[config.mk]
export PLATFORM = sky130hd
export DESIGN_NAME = rrts_queue
export DESIGN_NICKNAME = d
export VERILOG_FILES = /design/src/sv/rrts_pkg.sv /design/src/sv/rrts_qcell.sv /design/src/sv/rrts_queue.sv
export SDC_FILE = /design/constraint.sdc
export NUM_CORES = 1
export LEC_CHECK = 0
export BUFFER_PORTS_ARGS = -buffer_cell sky130_fd_sc_hd__buf_4
export CORE_MARGIN = 4
export CORE_UTILIZATION = 40
export CTS_BUF_LIST = sky130_fd_sc_hd__clkbuf_16
export CTS_CLUSTER_SIZE = 12
export DETAILED_ROUTE_END_ITERATION = 10
export GPL_TIMING_DRIVEN = 0
export PLACE_DENSITY = 0.59
export SETUP_SLACK_MARGIN = 0.1
export SLEW_MARGIN = 10
export SYNTH_ARGS = -nofsm -noshare
export SYNTH_HDL_FRONTEND = slang
export SYNTH_HIERARCHICAL = 1
export SYNTH_SLANG_ARGS = --single-unit
[constraint.sdc]
create_clock -name clk -period 4.5 [get_ports clk]
set_input_delay 0.45 -clock clk [delete_from_list [all_inputs] [get_ports clk]]
set_output_delay 0.45 -clock clk [all_outputs]
set_load 0.005 [all_outputs]
[src/sv/rrts_pkg.sv]
// ---------------------------------------------------------------------------
// rrts_pkg: shared types and codes of the round-robin thread scheduler
// Request and result layouts, opcodes, status codes and thread states.
// ---------------------------------------------------------------------------
`default_nettype none

package rrts_pkg;

  localparam int MAX_THREADS_DEF = 128;
  localparam logic [19:0] QLEN_RESET = 20'd1000;
  localparam int APB_AW = 2;

  localparam logic [2:0] OP_TICK   = 3'd0;
  localparam logic [2:0] OP_SPAWN  = 3'd1;
  localparam logic [2:0] OP_TERM   = 3'd2;
  localparam logic [2:0] OP_BLOCK  = 3'd3;
  localparam logic [2:0] OP_RESUME = 3'd4;
  localparam logic [2:0] OP_LOCK   = 3'd5;
  localparam logic [2:0] OP_UNLOCK = 3'd6;
  localparam logic [2:0] OP_QUERY  = 3'd7;

  localparam logic [2:0] ST_OK       = 3'd0;
  localparam logic [2:0] ST_BAD_TID  = 3'd1;
  localparam logic [2:0] ST_HOLDS    = 3'd2;
  localparam logic [2:0] ST_UNLOCKED = 3'd3;
  localparam logic [2:0] ST_OTHER    = 3'd4;
  localparam logic [2:0] ST_FULL     = 3'd5;
  localparam logic [2:0] ST_NO_READY = 3'd6;

  localparam logic [2:0] TS_EMPTY     = 3'd0;
  localparam logic [2:0] TS_READY     = 3'd1;
  localparam logic [2:0] TS_BLOCKED   = 3'd2;
  localparam logic [2:0] TS_RUNNING   = 3'd3;
  localparam logic [2:0] TS_MXBLOCKED = 3'd4;
  localparam logic [2:0] TS_DBLOCKED  = 3'd5;

  typedef struct packed {
    logic [2:0] opcode;
    logic [6:0] thread_id;
  } req_t;

  typedef struct packed {
    logic [2:0]  status;
    logic [31:0] value;
    logic [6:0]  running_id;
    logic [31:0] total_quanta;
    logic        switched;
  } rsp_t;

  // thread table word: lock retry flag and thread state
  typedef struct packed {
    logic       pend;
    logic [2:0] state;
  } tsw_t;

  typedef struct packed {
    logic clr;
    logic push;
    logic pop;
  } qctl_t;

  typedef struct packed {
    logic shift;
    logic load;
  } cellctl_t;

endpackage

`default_nettype wire

[src/sv/rrts_qcell.sv]
// ---------------------------------------------------------------------------
// rrts_qcell: one cell of a shifting queue
// Holds one entry; loads a pushed entry or takes its neighbor's on a pop.
// ---------------------------------------------------------------------------
`default_nettype none

module rrts_qcell
  import rrts_pkg::*;
#(
  parameter int WIDTH = 8
) (
  input  wire logic             clk,
  input  wire cellctl_t         ctl,
  input  wire logic [WIDTH-1:0] nbr,
  input  wire logic [WIDTH-1:0] din,
  output logic      [WIDTH-1:0] q
);

  always_ff @(posedge clk) begin
    if (ctl.load) begin
      q <= din;
    end else if (ctl.shift) begin
      q <= nbr;
    end
  end

endmodule

`default_nettype wire

[src/sv/rrts_queue.sv]
// ---------------------------------------------------------------------------
// rrts_queue: FIFO built as a row of shifting cells
// Head sits in cell 0; a pop shifts every cell toward the head together.
// ---------------------------------------------------------------------------
`default_nettype none

module rrts_queue
  import rrts_pkg::*;
#(
  parameter int WIDTH = 8,
  parameter int DEPTH = 128
) (
  input  wire logic                       clk,
  input  wire logic                       rst,
  input  wire qctl_t                      ctl,
  input  wire logic [WIDTH-1:0]           din,
  output logic      [WIDTH-1:0]           head,
  output logic      [$clog2(DEPTH+1)-1:0] count
);

  localparam int CW = $clog2(DEPTH + 1);

  logic [WIDTH-1:0] vals [DEPTH];
  logic [CW-1:0]    wr_idx;

  assign wr_idx = count - CW'(ctl.pop);
  assign head   = vals[0];

  for (genvar i = 0; i < DEPTH; i++) begin : g_cell
    cellctl_t         cc;
    logic [WIDTH-1:0] nbr;
    assign cc.shift = ctl.pop;
    assign cc.load  = ctl.push && (wr_idx == CW'(i));
    if (i < DEPTH - 1) begin : g_mid
      assign nbr = vals[i+1];
    end else begin : g_last
      assign nbr = '0;
    end
    rrts_qcell #(.WIDTH(WIDTH)) u_cell (
      .clk (clk),
      .ctl (cc),
      .nbr (nbr),
      .din (din),
      .q   (vals[i])
    );
  end

  always_ff @(posedge clk) begin
    if (rst || ctl.clr) begin
      count <= '0;
    end else begin
      count <= count + CW'(ctl.push) - CW'(ctl.pop);
    end
  end

endmodule

`default_nettype wire

==> impl_metrics.csv <==
group,metric,value,unit
sta,report.final.hold_viol_count,0,
floorplan,initial_core_util,40.39,%
worst_setup_path,crit_start,"count[2]",
floorplan,die_h,362,um
routing,first_pass_iters,5,
clocking,cts.htree.levels,3,
layout,nNetsFinal,2777,
sta,rsz0062_at_grt,"yes",
clocking,root_buffer,"clkbuf_16",
worst_setup_path,r2r_slack,-0.11,ns
sta,setup_viol,16,
floorplan,rows,129,
layout,syn2layout_area_growth,11.60,%
placement,dp_hpwl,56160,um
worst_setup_path,end_kind,"register",
worst_setup_path,worst_r2r_path_depth,9,
layout,final_util,45.07,%
layout,n_antenna_cell,0,
floorplan,core_area,124100,sq um
clocking,cts_tree,"yes",
global_routing,grt_overflow_total,0,
power_and_ir_drop,p_sw_share,24.23,%
routing,route.met3.wl,4991,um
floorplan,pin_count,29,
worst_setup_path,slowest_stage,"nand3_1",
sta,fin_hold_ws,0.1189,ns
status,status,"complete, but fails checks",
worst_setup_path,crit_fanout,9,
power_and_ir_drop,p_leak,20.65,nW
layout,multi_input_area,17710,sq um
worst_setup_path,r2r-start,"count[2]",
routing,drt-initial-drc-count,1465,
hold_path,hp-class,"primary input to register",
yosys,synthTopCellsByArea,"edfxtp_1 61%, mux2_4 31%, buf_6 3.0%",
yosys,ys_async_sr_fraction,0,%
yosys,yosysTopAreaCell,"edfxtp_1",
worst_setup_path,arrival,4.97,ns
worst_setup_path,cp.required,4.85,ns
yosys,yosysWarnings,6,
routing,drc,0,
sta,max_freq,0.2168,GHz
clocking,hold_buffers,0,
yosys,synth_edf_count,1024,
yosys,ys_seq_elements,1032,
yosys,mappedNetlistArea,50130,sq um
power_and_ir_drop,power.internal,17.26,mW
hold_path,hold_path_depth,4,
power_and_ir_drop,seqPwrFrac,51.3,%
placement,gp_congestion,0.8085,
yosys,ys.flop_type,"edfxtp_1",
floorplan,die-area,131000,sq um
yosys,yosys.cell_types.count,41,
clocking,cts.sinks,1032,
power_and_ir_drop,p_per_area,407.1,nW/um^2
placement,preCtsSetupSlack,-0.7202,ns
power_and_ir_drop,clkPwrFrac,35.3,%
routing,met2WireLength,46040,um
sta,tns,-0.9354,ns
routing,top_layer_used,"met4",
power_and_ir_drop,ir_drop,316.6,uV
clocking,clk_pin_slew_worst_paths,0.06,ns
sta,period_share,102.5,%
layout,drive_above_1_share,47.78,%
clocking,insertion_delay,0.69,ns
yosys,synth.avg_cell_area,19.35,sq um
layout,fill_cells,10520,
power_and_ir_drop,switching_power,5.518,mW
floorplan,die_width,362,um
worst_setup_path,criticalPathCategory,"register to register",
sta,slew_violations,0,
routing,wl_per_cell,22.34,um
sta,skew,0.02088,ns
routing,drtAntennaViolNets,0,
placement,port_buffers,28,
worst_setup_path,r2r_end,"g_cell[63].u_cell/q[4]",
global_routing,grt_pass1_wl,149500,um
worst_setup_path,crit_end,"g_cell[63].u_cell/q[4]",
sta,max-slew-margin-rel,18.72,%
yosys,ys_seq_area_share,61.66,%
flow_run,drv_cap,0,
sta,fin_crit,4.613,ns
clocking,numCtsBuffers,107,
yosys,synth_top_area_share,61.34,%
power_and_ir_drop,p_comb_share,13.3,%
worst_setup_path,max_stage_delay,1.02,ns
sta,worst_pin_slew,1.216,ns
yosys,synthTopCellsByCount,"1,024 x edfxtp_1, 1,024 x mux2_4, 134 x buf_6",
routing,via_per_inst,5.103,
clocking,cts_setup_buffers,0,
worst_setup_path,setup.worst_path.start_class,"register",
routing,drt-met1-wl,46120,um
routing,finalWirelength,99610,um
global_routing,antenna_found_initial,5,
sta,setup_slack,-0.1134,ns
global_routing,grt_usage,14.89,%
global_routing,grt_pass1_vias,24400,
yosys,synth_cells,2590,
worst_setup_path,path_cells,"inv_1, ha_1, nor2b_1, nand2b_1, xnor2_1, nand3_1, nor3_1, buf_6, or2_1",
status,violations,"setup timing",
global_routing,grt_max_degree,92,
power_and_ir_drop,p_total,22.77,mW
routing,num_vias,22750,
clocking,cts_buffer_depth,3,
layout,register_area,30910,sq um
## worst max-delay path: cells and delay by family, from the launching register on
family,cells,cell delay [ns]
flops,1,0.47
xor+xnor,1,0.62
fa+ha+maj,1,0.23
buf+inv,2,0.43
simple gates,5,2.51
## worst min path at each step
stage | startpoint | end | slack [ns]
floorplan | g_cell[1].u_cell/q[0] | g_cell[0].u_cell/q[0] | 0.53
global placement | g_cell[34].u_cell/q[7] | g_cell[33].u_cell/q[7] | 0.53
detailed placement | g_cell[83].u_cell/q[3] | g_cell[82].u_cell/q[3] | 0.53
CTS | rst | count[6] | 0.05
global route | rst | count[6] | 0.09
finish | rst | count[6] | 0.12
## metal layers
layer  global-route usage (%)  vias to the layer above
li1                         -                    10280
met5                        0                        -
met4                    4.184                        0
met3                    3.270                      159
met1                    20.49                    11800
met2                    23.83                      514
## layout make-up
| type | instances | share of cell area (%) |
|---|---|---|
| multi-input cells | 1406 | 31.66 |
| flip-flops and latches | 1032 | 55.26 |
| plain buffers | 144 | 2.776 |
| inverters | 15 | 0.1007 |
| clock inverters | 78 | 0.7359 |
| repair buffers | 37 | 0.9327 |
| well taps | 1637 | 3.661 |
| clock buffers | 109 | 4.876 |
## cell usage in the layout, fill, tap and decap left out, drive strengths merged, types with 2 or more instances in the layout
cell type,count
dfxtp,8
o211ai,3
or2,129
or4,2
nor2b,2
o21bai,2
a31oi,2
ha,20
nor3,67
inv,45
nor4,2
conb,8
bufinv,2
xnor2,11
nand2,11
and3,2
nand3,19
nand2b,7
clkinv,44
mux2,1024
edfxtp,1024
clkbuf,114
and2,3
nor2,69
a21oi,5
nor3b,2
nand4,4
clkinvlp,2
buf,176
## sequential cells by signal, indices dropped and copies added (netlist names)
signal	flops
g_cell.u_cell/q	1024
count	8
## kinds of logic after synthesis
group                    Yosys count  share of synthesized area (%)
multiplexers                    1024                          30.67
flip-flops                      1032                          61.66
buffers and inverters            159                          3.210
XOR/XNOR                          12                         0.2097
AND/OR/NAND/NOR                  321                          3.422
other                              1                       0.007481
adder cells (fa/ha/maj)           21                         0.5392
AO/OA/AOI/OAI                     20                         0.2771
## through the flow
| step | instance area [sq um] | std cells |
|---|---|---|
| finish | 55940 | 4458 |
| global route | 55940 | 4458 |
| CTS | 55880 | 4458 |
| detailed placement | 52740 | 4271 |
| global placement | 52410 | 4262 |
| floorplan | 50150 | 2597 |
## power groups by stage
stage / registers, mW / clock network (mW) / logic, mW
final: 11.7 / 8.05 / 3.04
after global routing: 11.7 / 8.72 / 3.23
after floorplan: 11.8 / 0 / 2.07
after CTS: 11.7 / 8.31 / 3.04
after global placement: 11.9 / 0 / 2.93
after detailed placement: 11.9 / 0 / 3.02
## what timing repair did
action,CTS,global route
resized for setup,0,9
endpoints found under the setup margin,69,563
cloned,0,0
Power figures use the tool's default switching activity.
