`config.mk`:
```
export PLATFORM = sky130hd
export DESIGN_NAME = rrts_ram
export DESIGN_NICKNAME = d
export VERILOG_FILES = /design/src/sv/rrts_ram.sv
export SDC_FILE = /design/constraint.sdc
export NUM_CORES = 1
export LEC_CHECK = 0
export BUFFER_PORTS_ARGS = -buffer_cell sky130_fd_sc_hd__buf_2
export CAP_MARGIN = 20
export CORE_MARGIN = 4
export CORE_UTILIZATION = 45
export CTS_CLUSTER_SIZE = 30
export DETAILED_ROUTE_END_ITERATION = 16
export PLACE_DENSITY = 0.7
export SYNTH_ARGS = -nofsm -noshare
export SYNTH_HDL_FRONTEND = slang
export SYNTH_SLANG_ARGS = --single-unit
```
`constraint.sdc`:
```
create_clock -name clk -period 4.5 [get_ports clk]
set_clock_uncertainty 0.2 [all_clocks]
set_input_delay 0.9 -clock clk [delete_from_list [all_inputs] [get_ports clk]]
set_output_delay 0.9 -clock clk [all_outputs]
set_load 0.02 [all_outputs]
```
`src/sv/rrts_ram.sv`:
```
// ---------------------------------------------------------------------------
// rrts_ram: generic single-write, single-read RAM
// One write port and one read port with registered read data.
// ---------------------------------------------------------------------------
`default_nettype none

module rrts_ram #(
  parameter int WIDTH = 8,
  parameter int DEPTH = 128
) (
  input  wire logic                     clk,
  input  wire logic                     we,
  input  wire logic [$clog2(DEPTH)-1:0] waddr,
  input  wire logic [WIDTH-1:0]         wdata,
  input  wire logic [$clog2(DEPTH)-1:0] raddr,
  output logic      [WIDTH-1:0]         rdata
);

  logic [WIDTH-1:0] mem [DEPTH];

  always_ff @(posedge clk) begin
    if (we) begin
      mem[waddr] <= wdata;
    end
    rdata <= mem[raddr];
  end

endmodule

`default_nettype wire

```
==> flow_summary_export.csv, run 1 <==
group,metric,value,unit
power_and_ir_drop,peakVddDrop,0.0004575,V
clocking,clock_sinks,1032,
synthesis,synthTopCellsByArea,"edfxtp_1, mux4_2, nor2_1",
floorplan,die_h,304.9,um
drt,drc,0,
synthesis,synth_seq_cells,1032,
clocking,root_buffer,"clkbuf_16",
synthesis,yosysTopAreaCell,"edfxtp_1",
sta,fin_crit_sh,70.86,%
critical_path,criticalPathCategory,"in2reg",
drt,via_per_inst,5.948,
drt,ant_nets,0,
sta,hold_violations,0,
synthesis,synth_top_area_share,77.52,%
floorplan,core.rowCount,108,
placed_design,gp_congestion,0.8182,
synthesis,synth_adder_area_share,0,%
synthesis,syn_area_per_cell,24.26,um2
sta,fin_setup_tns,0,ps
synthesis,synth-xor-area-share,0,%
critical_path,crit_arrival,3520,ps
status,status,"completed",
clocking,cts_max_level,3,
synthesis,synth_compound_area_share,0,%
synthesis,synthMuxAreaShare,19.30,%
global_routing,antenna_found_initial,5,
cells_and_area,fin_nets,1828,
power_and_ir_drop,cellLeakagePower,13.94,nW
placed_design,dp_hpwl,54250,um
synthesis,syn-cell-area,0.03967,mm2
synthesis,synth_cells,1635,
synthesis,yosys.area_share.simple,1.757,%
synthesis,synth_top_family_by_area,"multiplexers",
clocking,numCtsBuffers,97,
clocking,cts_tree,"built",
global_routing,grt_max_degree,118,
sta,maxSlewViolCount,0,
clocking,postCtsSetupRepairBufs,0,
sta,worst_slew_pin_slew,1112,ps
drt,vias,18080,
synthesis,yosysWarningCount,0,
global_routing,overflow,0,
synthesis,synth.net_count,1659,
floorplan,die_w,304.9,um
sta,finalSetupViolations,0,
sta,fin_crit,3189,ps
floorplan,initial_utilization,45.51,%
synthesis,ys_types,17,
flow_run,max_cap_viol_count,0,
critical_path,path_max_fanout,20,
clocking,clk_latency,660,ps
global_routing,track_usage,19.13,%
drt,wl_per_cell,29.01,um
cells_and_area,drive_gt1_share,33.94,%
drt,drt_pass1_iterations,5,
global_routing,grt_pass1_vias,18590,
clocking,post_cts_resized,0,
cells_and_area,areaGrowthSynthToFinish,13.74,%
clocking,path_clk_slew,60,ps
clocking,hold_buffers,0,
critical_path,timing.critical_path.required,4830,ps
sta,holdWs,427.5,ps
sta,rsz0062_at_grt,"false",
power_and_ir_drop,p_per_area,432.7,mW/mm2
clocking,cts.path.max_buffers,3,
cells_and_area,fillers,6502,
hold_path,hold_path.class,"in2reg",
sta,max_freq,0.3136,GHz
floorplan,die-area,0.09296,mm2
global_routing,grt_pass1_wl,130600,um
drt,drt_iter0_markers,2412,
placed_design,portBuffers,31,
drt,wl,88180,um
synthesis,ys_seq_area_share,77.93,%
sta,slew_headroom,25.90,%
floorplan,io_pins,32,
critical_path,cp-start-kind,"input pin",
floorplan,coreArea,0.08716,mm2
critical_path,cp-end-kind,"flip-flop",
## placed cells by master (no fill, tap or decap), drive strengths merged
master,Yosys,layout
mux2,8,8
clkbuf,44,121
buf,45,159
mux4,336,336
nand4,3,3
edfxtp,1024,1024
bufinv,0,6
nor2,122,122
nor3,9,9
clkinv,0,44
diode,0,2
nand2b,2,2
nand3,12,12
or3,1,1
clkinvlp,0,2
dfxtp,8,8
nor2b,7,7
inv,0,5
nand2,14,14
## final cells by class
type	count	area (um2)	share of cell area [%]
clock buffer	121	2579	5.716
tap	1155	1445	3.203
sequential	1032	30910	68.51
antenna	2	5.005	0.01109
timing repair buffer	159	1346	2.984
multi-input combinational	514	8359	18.53
clock inverter	57	470.5	1.043
## where the power goes
| group | internal [W] | total [W] | switching, W |
|---|---|---|---|
| combinational | 0.000418 | 0.000997 | 0.000579 |
| sequential | 0.0106 | 0.0106 | 0.0000266 |
| clock | 0.00442 | 0.00789 | 0.00347 |
## cells by family (layout without fill, tap and decap cells)
kind of cell / Yosys count / count (layout)
DFF: 1032 / 1032
and+or+nand+nor: 170 / 170
muxes: 344 / 344
buffers and inverters: 89 / 337
other: 0 / 2
## cell usage after synthesis
library cell and instances:
or3_1 1, nor2b_1 7, nand2_1 14, buf_6 1, buf_4 11, buf_2 15
mux2_2 8, edfxtp_1 1024, clkbuf_1 44, dfxtp_1 8, nand4_1 3, mux4_2 336
nor3_1 9, nand2b_1 2, buf_1 18, nand3_1 12, nor2_1 122
## routing by layer
metal  GRT usage [%]  wire (um)  up-vias
met5               0         27        -
met4           5.487       2313        4
met3           3.264       6841      144
met2           30.58      43570      809
met1           27.57      35430     9759
li1                -          -     7366
## state kept, by name (all words and copies together), names as in the netlist
register  flops
mem        1024
rdata         8
## per-stage QoR
step | util (%) | cells | power, W | setup WS [ps] | instance area, um2
3_5_place_dp | 48.16 | 2857 | 0.01184 | 603.9 | 41980
3_3_place_gp | 48.16 | 2857 | 0.01182 | 615.2 | 41980
6_report | 51.76 | 3040 | 0.01952 | 1311 | 45110
4_1_cts | 51.66 | 3035 | 0.01964 | 1286 | 45030
5_1_grt | 51.76 | 3038 | 0.02011 | 1196 | 45110
2_1_floorplan | - | 1635 | 0.01138 | 896.0 | 39670
## final timing paths
path | start | to | slack [ps] | cells after the start
max | raddr[0] | rdata[0] | 1310 | 6
min | wdata[6] | mem[111][6] | 430 | 1
max reg2reg | mem[72][3] | rdata[3] | 1880 | 4
min reg2reg | mem[63][6] | rdata[6] | 940 | 4
## critical path: stages
cell and delay [ps]:
buf_8 220, buf_4 430, mux4_2 560, mux4_2 540, mux4_2 550, mux2_2 300
Note: power is estimated with default switching activity, not from simulation.
==> inputs of run 2 (changes only) <==
- PLACE_DENSITY: 0.7 -> 0.72
- clock period: 4.5 -> 2.59 ns (I/O delays scaled with it)
==> run 2 against run 1 <==
The flow now finishes with violations (negative setup slack). Power rose by 76%. Final cell count rose by 4.8%. First-iteration DRC count rose by 2.2%. Via count rose by 4.0%. Sequential share of layout area fell by 2.2 points. Core utilization rose by 1.8 points. Critical path depth rose by 1. Largest cell class unchanged.
==> flow_summary_export.csv, run 2 (synthesis results as in run 1) <==
group,metric,value,unit
hold_path,hold_path.class,"in2reg",
power_and_ir_drop,power.switching,0.007261,W
cells_and_area,multiInputGateArea,0.008358,mm2
sta,finalSetupViolations,6,
drt,vias,18800,
floorplan,core.rowCount,108,
floorplan,die_h,304.9,um
status,status,"finished, violations left",
placed_design,portBuffers,31,
clocking,root_buffer,"clkbuf_16",
drt,drt_iter0_markers,2466,
sta,worst_slew_pin_slew,671.3,ps
global_routing,overflow,0,
clocking,numCtsBuffers,101,
global_routing,grt_pass1_wl,134500,um
sta,fin_setup_tns,-277.4,ps
cells_and_area,fin_nets,1969,
sta,rsz0062_at_grt,"true",
hold_path,whs_endpoint,"mem[34][0]",
critical_path,crit_path_start,"raddr[0]",
critical_path,timing.critical_path.required,2940,ps
critical_path,r2r-start,"mem[96][0]",
floorplan,initial_utilization,45.51,%
drt,via_per_inst,5.899,
drt,drc,0,
sta,hold_violations,0,
power_and_ir_drop,p_int,0.02718,W
flow_run,max_cap_viol_count,0,
clocking,path_clk_slew,60,ps
sta,fin_crit_sh,103.4,%
floorplan,io_pins,32,
sta,fin_ws,-88.92,ps
placed_design,pre_cts_slack,-815.7,ps
drt,wl_per_cell,28.75,um
cells_and_area,final_common_cell,"edfxtp_1",
floorplan,coreArea,0.08716,mm2
critical_path,cp_cell_sequence,"buf_16, buf_16, buf_12, mux4_2, mux4_2, mux4_2, mux2_4",
power_and_ir_drop,p_per_area,738.3,mW/mm2
clocking,clk_latency,670,ps
power_and_ir_drop,seqPwrFrac,53.7,%
sta,slew_headroom,55.25,%
placed_design,dp_hpwl,56580,um
power_and_ir_drop,cellLeakagePower,14.83,nW
critical_path,critPathBufInv,3,
sta,fin_crit,2679,ps
cells_and_area,drive_gt1_share,38.57,%
critical_path,critical_path.top_delay_family,"multiplexers",
critical_path,r2r_setup_slack,-90,ps
cells_and_area,areaGrowthSynthToFinish,17.60,%
power_and_ir_drop,total_power,0.03444,W
clocking,cts_max_level,3,
drt,wl,91620,um
status,failed_checks,"negative setup slack",
critical_path,ff2ff_path_depth,4,
drt,drt_pass1_iterations,7,
cells_and_area,fin_cells,3187,
global_routing,grt_max_degree,129,
power_and_ir_drop,combPwrFrac,5.6,%
critical_path,max_stage_delay,570,ps
sta,max_freq,0.3733,GHz
cells_and_area,fillers,6333,
critical_path,crit_arrival,3030,ps
hold_path,min_path_cells,1,
cells_and_area,top_regs,"mem: 1024 flops, rdata: 8 flops",
cells_and_area,largest_register_ffs,1024,
critical_path,r2r-end,"rdata[0]",
floorplan,die-area,0.09296,mm2
global_routing,grt_pass1_vias,19410,
critical_path,cp-start-kind,"input pin",
clocking,clock_sinks,1032,
placed_design,post-place-cells,2980,
clocking,cts_tree,"built",
global_routing,antenna_found_initial,5,
critical_path,critPathSlowestCell,"mux4_2",
global_routing,track_usage,19.84,%
power_and_ir_drop,power_frac_clock,40.7,%
cells_and_area,seqCellArea,0.03091,mm2
sta,maxSlewViolCount,0,
floorplan,die_w,304.9,um
clocking,cts.path.max_buffers,3,
critical_path,cp-end-kind,"flip-flop",
critical_path,criticalPathCategory,"in2reg",
hold_path,hp-start,"wdata[0]",
critical_path,path_max_fanout,12,
critical_path,crit_top_cell,"mux4_2",
power_and_ir_drop,p_sw_share,21.08,%
placed_design,gp_congestion,0.8157,
cells_and_area,regMostFlops,"mem",
drt,ant_nets,0,
power_and_ir_drop,peakVddDrop,0.0006079,V
cells_and_area,final_cell_mix,"edfxtp_1, mux4_2, buf_4, nor2_1, clkbuf_16",
-- run 2: cell types whose count changed in the layout (fill, tap and decap cells not counted), sizes merged --
cell,change
dlygate4sd3,+1
inv,-2
clkinv,+3
clkinvlp,+2
buf,+136
clkbuf,+7
-- run 2: layout make-up --
type	instances	area share, %
Sequential cell	1032	66.27
Multi-Input combinational cell	514	17.92
Timing Repair Buffer	296	5.925
Clock buffer	128	5.679
Tap cell	1155	3.098
Clock inverter	60	1.102
Antenna cell	2	0.01073
-- run 2: through the flow --
step | hold WS, ps | util [%] | area (um2)
2_1_floorplan | 416.9 | - | 40010
5_1_grt | 79.84 | 53.51 | 46640
3_5_place_dp | 646.3 | 49.63 | 43260
6_report | 87.80 | 53.52 | 46640
4_1_cts | 57.72 | 53.44 | 46570
3_3_place_gp | 636.7 | 49.63 | 43260
-- run 2: worst max-delay path by stage --
stage	cells past startpoint	end	slack (ps)
5_1_grt	4	rdata[0]	-150
2_1_floorplan	7	rdata[0]	-330
6_report	7	rdata[0]	-90
4_1_cts	4	rdata[0]	-100
3_5_place_dp	7	rdata[1]	-820
3_3_place_gp	7	rdata[0]	-810
-- run 2: metal layers --
layer  vias up  GRT usage (%)  routed length, um
met5         -              0                 41
met4         6          6.911               2959
met3       153          4.708               8825
met2       950          31.78              45730
met1     10030          27.05              34060
li1       7657              -                  -
-- run 2: power by group through the flow --
stage	sequential, W	clock (W)	combinational [W]
floorplan	0.0188	0	0.00100
global placement	0.0188	0	0.00185
detailed placement	0.0189	0	0.00188
CTS	0.0185	0.0142	0.00193
global route	0.0185	0.0150	0.00202
finish	0.0185	0.0140	0.00193
-- run 2: worst register-to-register path, delay by kind of cell, from the launching register on --
family	cells	cell delay, ps
flip-flops	1	410
multiplexers	4	1960
-- run 2: what timing repair did --
action,in CTS,in global routing
endpoints found under the hold margin,9,0
gates resized for setup,9,3
buffers inserted,11,5
cloned,1,0
endpoints found under the setup margin,7,7
hold buffers,1,0
pin swaps,0,0
==> inputs of run 3 (changes only) <==
- ABC_AREA: not set -> 1
==> run 3 against run 2 <==
The flow now finishes without violations. Routed wire length increased by 16%. Clock power up 4%. Die area is 6.0% higher. Largest cell class unchanged. Worst setup slack better by 710 ps. Critical path depth down 6. First-iteration DRC count increased by 38%. Sequential share of layout area down 2.8 points. Combinational power up 21%. Synthesized cell count grew 120%. Non-clock buffer count grew 16. Clock-buffer cell count down 7.
==> flow_summary_export.csv, run 3 <==
group,metric,value,unit
sta,fin_setup_tns,0,ps
sta,worst_slew_pin_slew,597.8,ps
placed_design,portBuffers,31,
synthesis,yosysMostFrequentCell,"nand2_1",
placed_design,gp_congestion,0.8547,
clocking,numCtsBuffers,100,
floorplan,die-area,0.09852,mm2
power_and_ir_drop,p_int,0.02752,W
synthesis,synth_seq_cells,1032,
power_and_ir_drop,cellLeakagePower,17.62,nW
cells_and_area,largest_register_ffs,1024,
clocking,clock_sinks,1032,
global_routing,grtUsageMet1,29.60,%
cells_and_area,drive_gt1_share,11.93,%
drt,vias,28240,
placed_design,post-place-cells,4896,
floorplan,io_pins,32,
floorplan,core.rowCount,111,
critical_path,cp_cell_sequence,"buf_2",
drt,drt_pass1_iterations,6,
floorplan,initial_utilization,45.66,%
cells_and_area,areaGrowthSynthToFinish,15.60,%
synthesis,synth_edf_count,1024,
synthesis,synth.net_count,3599,
critical_path,critical_path.top_delay_family,"flip-flops",
clocking,post_cts_resized,0,
power_and_ir_drop,power.switching,0.007797,W
synthesis,synth_top_area_share,73.03,%
global_routing,grt_pass1_vias,26970,
critical_path,timing.critical_path.required,1870,ps
clocking,clk_latency,660,ps
cells_and_area,top_regs,"mem: 1024 flops, rdata: 8 flops",
placed_design,placed_area,0.04538,mm2
status,status,"completed",
drt,wl,106500,um
critical_path,criticalPathCategory,"reg2out",
critical_path,critPathBufInv,1,
synthesis,synthTopCellsByArea,"edfxtp_1, nand3_1, nand2_1",
clocking,cts_tree,"built",
placed_design,dp_hpwl,65500,um
synthesis,yosys-top-cells-count,"nand2_1, edfxtp_1, nand3_1",
critical_path,critPathSlowestCell,"dfxtp_1",
clocking,cts_max_level,3,
drt,wl_per_cell,20.94,um
sta,maxSlewViolCount,0,
sta,fin_crit_sh,76.21,%
synthesis,syn_area_per_cell,11.78,um2
global_routing,busiest_layer,"met2",
power_and_ir_drop,combPwrFrac,6.6,%
critical_path,path_max_fanout,1,
synthesis,synthArstFlopShare,0,%
clocking,root_buffer,"clkbuf_16",
critical_path,max_stage_delay,410,ps
drt,ant_nets,0,
power_and_ir_drop,power_frac_clock,41.1,%
global_routing,grt_pass1_wl,162000,um
synthesis,synth_cells,3575,
clocking,cts.path.max_buffers,3,
sta,fin_ws,616.2,ps
sta,finalSetupViolations,0,
drt,drc,0,
cells_and_area,fin_cells,5086,
drt,via_per_inst,5.552,
global_routing,overflow,0,
global_routing,grt_max_degree,81,
cells_and_area,fin_nets,3782,
critical_path,cp-start-kind,"flip-flop",
critical_path,crit_arrival,1260,ps
global_routing,antenna_found_initial,6,
power_and_ir_drop,p_per_area,725.7,mW/mm2
synthesis,ys_types,14,
cells_and_area,final_cell_mix,"nand2_1, edfxtp_1, nand3_1, buf_4, nor2_1",
critical_path,cp-end-kind,"output pin",
global_routing,grt_util_met2,34.44,%
synthesis,yosysWarningCount,0,
sta,rsz0062_at_grt,"false",
cells_and_area,final_common_cell,"nand2_1",
synthesis,ys_seq_area_share,73.41,%
global_routing,track_usage,21.35,%
hold_path,hold_path.class,"in2reg",
sta,hold_violations,0,
floorplan,die_h,313.9,um
power_and_ir_drop,peakVddDrop,0.0005114,V
power_and_ir_drop,seqPwrFrac,52.3,%
power_and_ir_drop,p_sw_share,22.08,%
global_routing,use_met3,3.369,%
cells_and_area,regMostFlops,"mem",
cells_and_area,final_cell_area,0.04867,mm2
sta,slew_headroom,60.15,%
sta,fin_crit,1974,ps
synthesis,yosysTopAreaCell,"edfxtp_1",
flow_run,max_cap_viol_count,0,
clocking,path_clk_slew,60,ps
sta,max_freq,0.5066,GHz
sta,holdWs,79.38,ps
synthesis,synth_flop_cell,"edfxtp_1",
floorplan,coreArea,0.09222,mm2
drt,drt_iter0_markers,3410,
floorplan,die_w,313.9,um
synthesis,syn-cell-area,0.04210,mm2
placed_design,pre_cts_slack,76.61,ps
-- run 3: cell count changes after synthesis, sizes merged, moves of 2 or more --
cell,delta
mux2,-8
nand2,+1201
mux4,-336
nand4,-3
nor2,+12
clkbuf,-10
buf,+152
nand2b,-2
inv,+24
nor2b,-7
nand3,+919
-- run 3: layout make-up --
type	instances	area, um2
well taps	1243	1555
clock buffers	121	2624
inverters	24	116.4
diodes	4	10.01
clock inverters	62	630.6
multi-input cells	2288	9763
flip-flops and latches	1032	30910
fillers	7576	43550
repair buffers	312	3064
-- run 3: per-layer routing --
layer / share of wire [%] / vias up
met1: 39 / 13620
li1: - / 12950
met3: 9.6 / 216
met4: 3.3 / 4
met2: 48 / 1445
met5: 0.020 / -
-- run 3: worst paths after layout --
kind / start / end / slack, ps / depth (start not counted)
setup / recovery: rdata[6] / rdata[6] / 620 / 1
hold / removal: wdata[7] / mem[59][7] / 80 / 1
setup reg to reg: mem[70][3] / rdata[3] / 830 / 10
hold reg to reg: mem[32][4] / rdata[4] / 740 / 10
-- run 3: stage by stage --
stage	total power, W	utilization (%)
5_1_grt	0.03638	52.77
3_5_place_dp	0.02112	49.21
6_report	0.03532	52.78
4_1_cts	0.03545	52.77
2_1_floorplan	0.02004	-
3_3_place_gp	0.02108	49.21
-- run 3: power by group through the flow --
stage          sequential, W  combinational, W  clock, W
3_5_place_dp          0.0188           0.00230         0
4_1_cts               0.0185           0.00232    0.0147
3_3_place_gp          0.0188           0.00226         0
6_report              0.0185           0.00234    0.0145
5_1_grt               0.0185           0.00253    0.0154
2_1_floorplan         0.0188           0.00121         0
-- run 3: what timing repair did --
item                      4_1_cts  5_1_grt
buffers inserted                0        0
hold buffers                    3        0
hold endpoints to repair       14        0
-- run 3: logic make-up after synthesis --
logic type	after synthesis	synth area share (%)
flip-flops	1032	73.41
buffers and inverters	255	3.400
AND/OR/NAND/NOR	2288	23.19
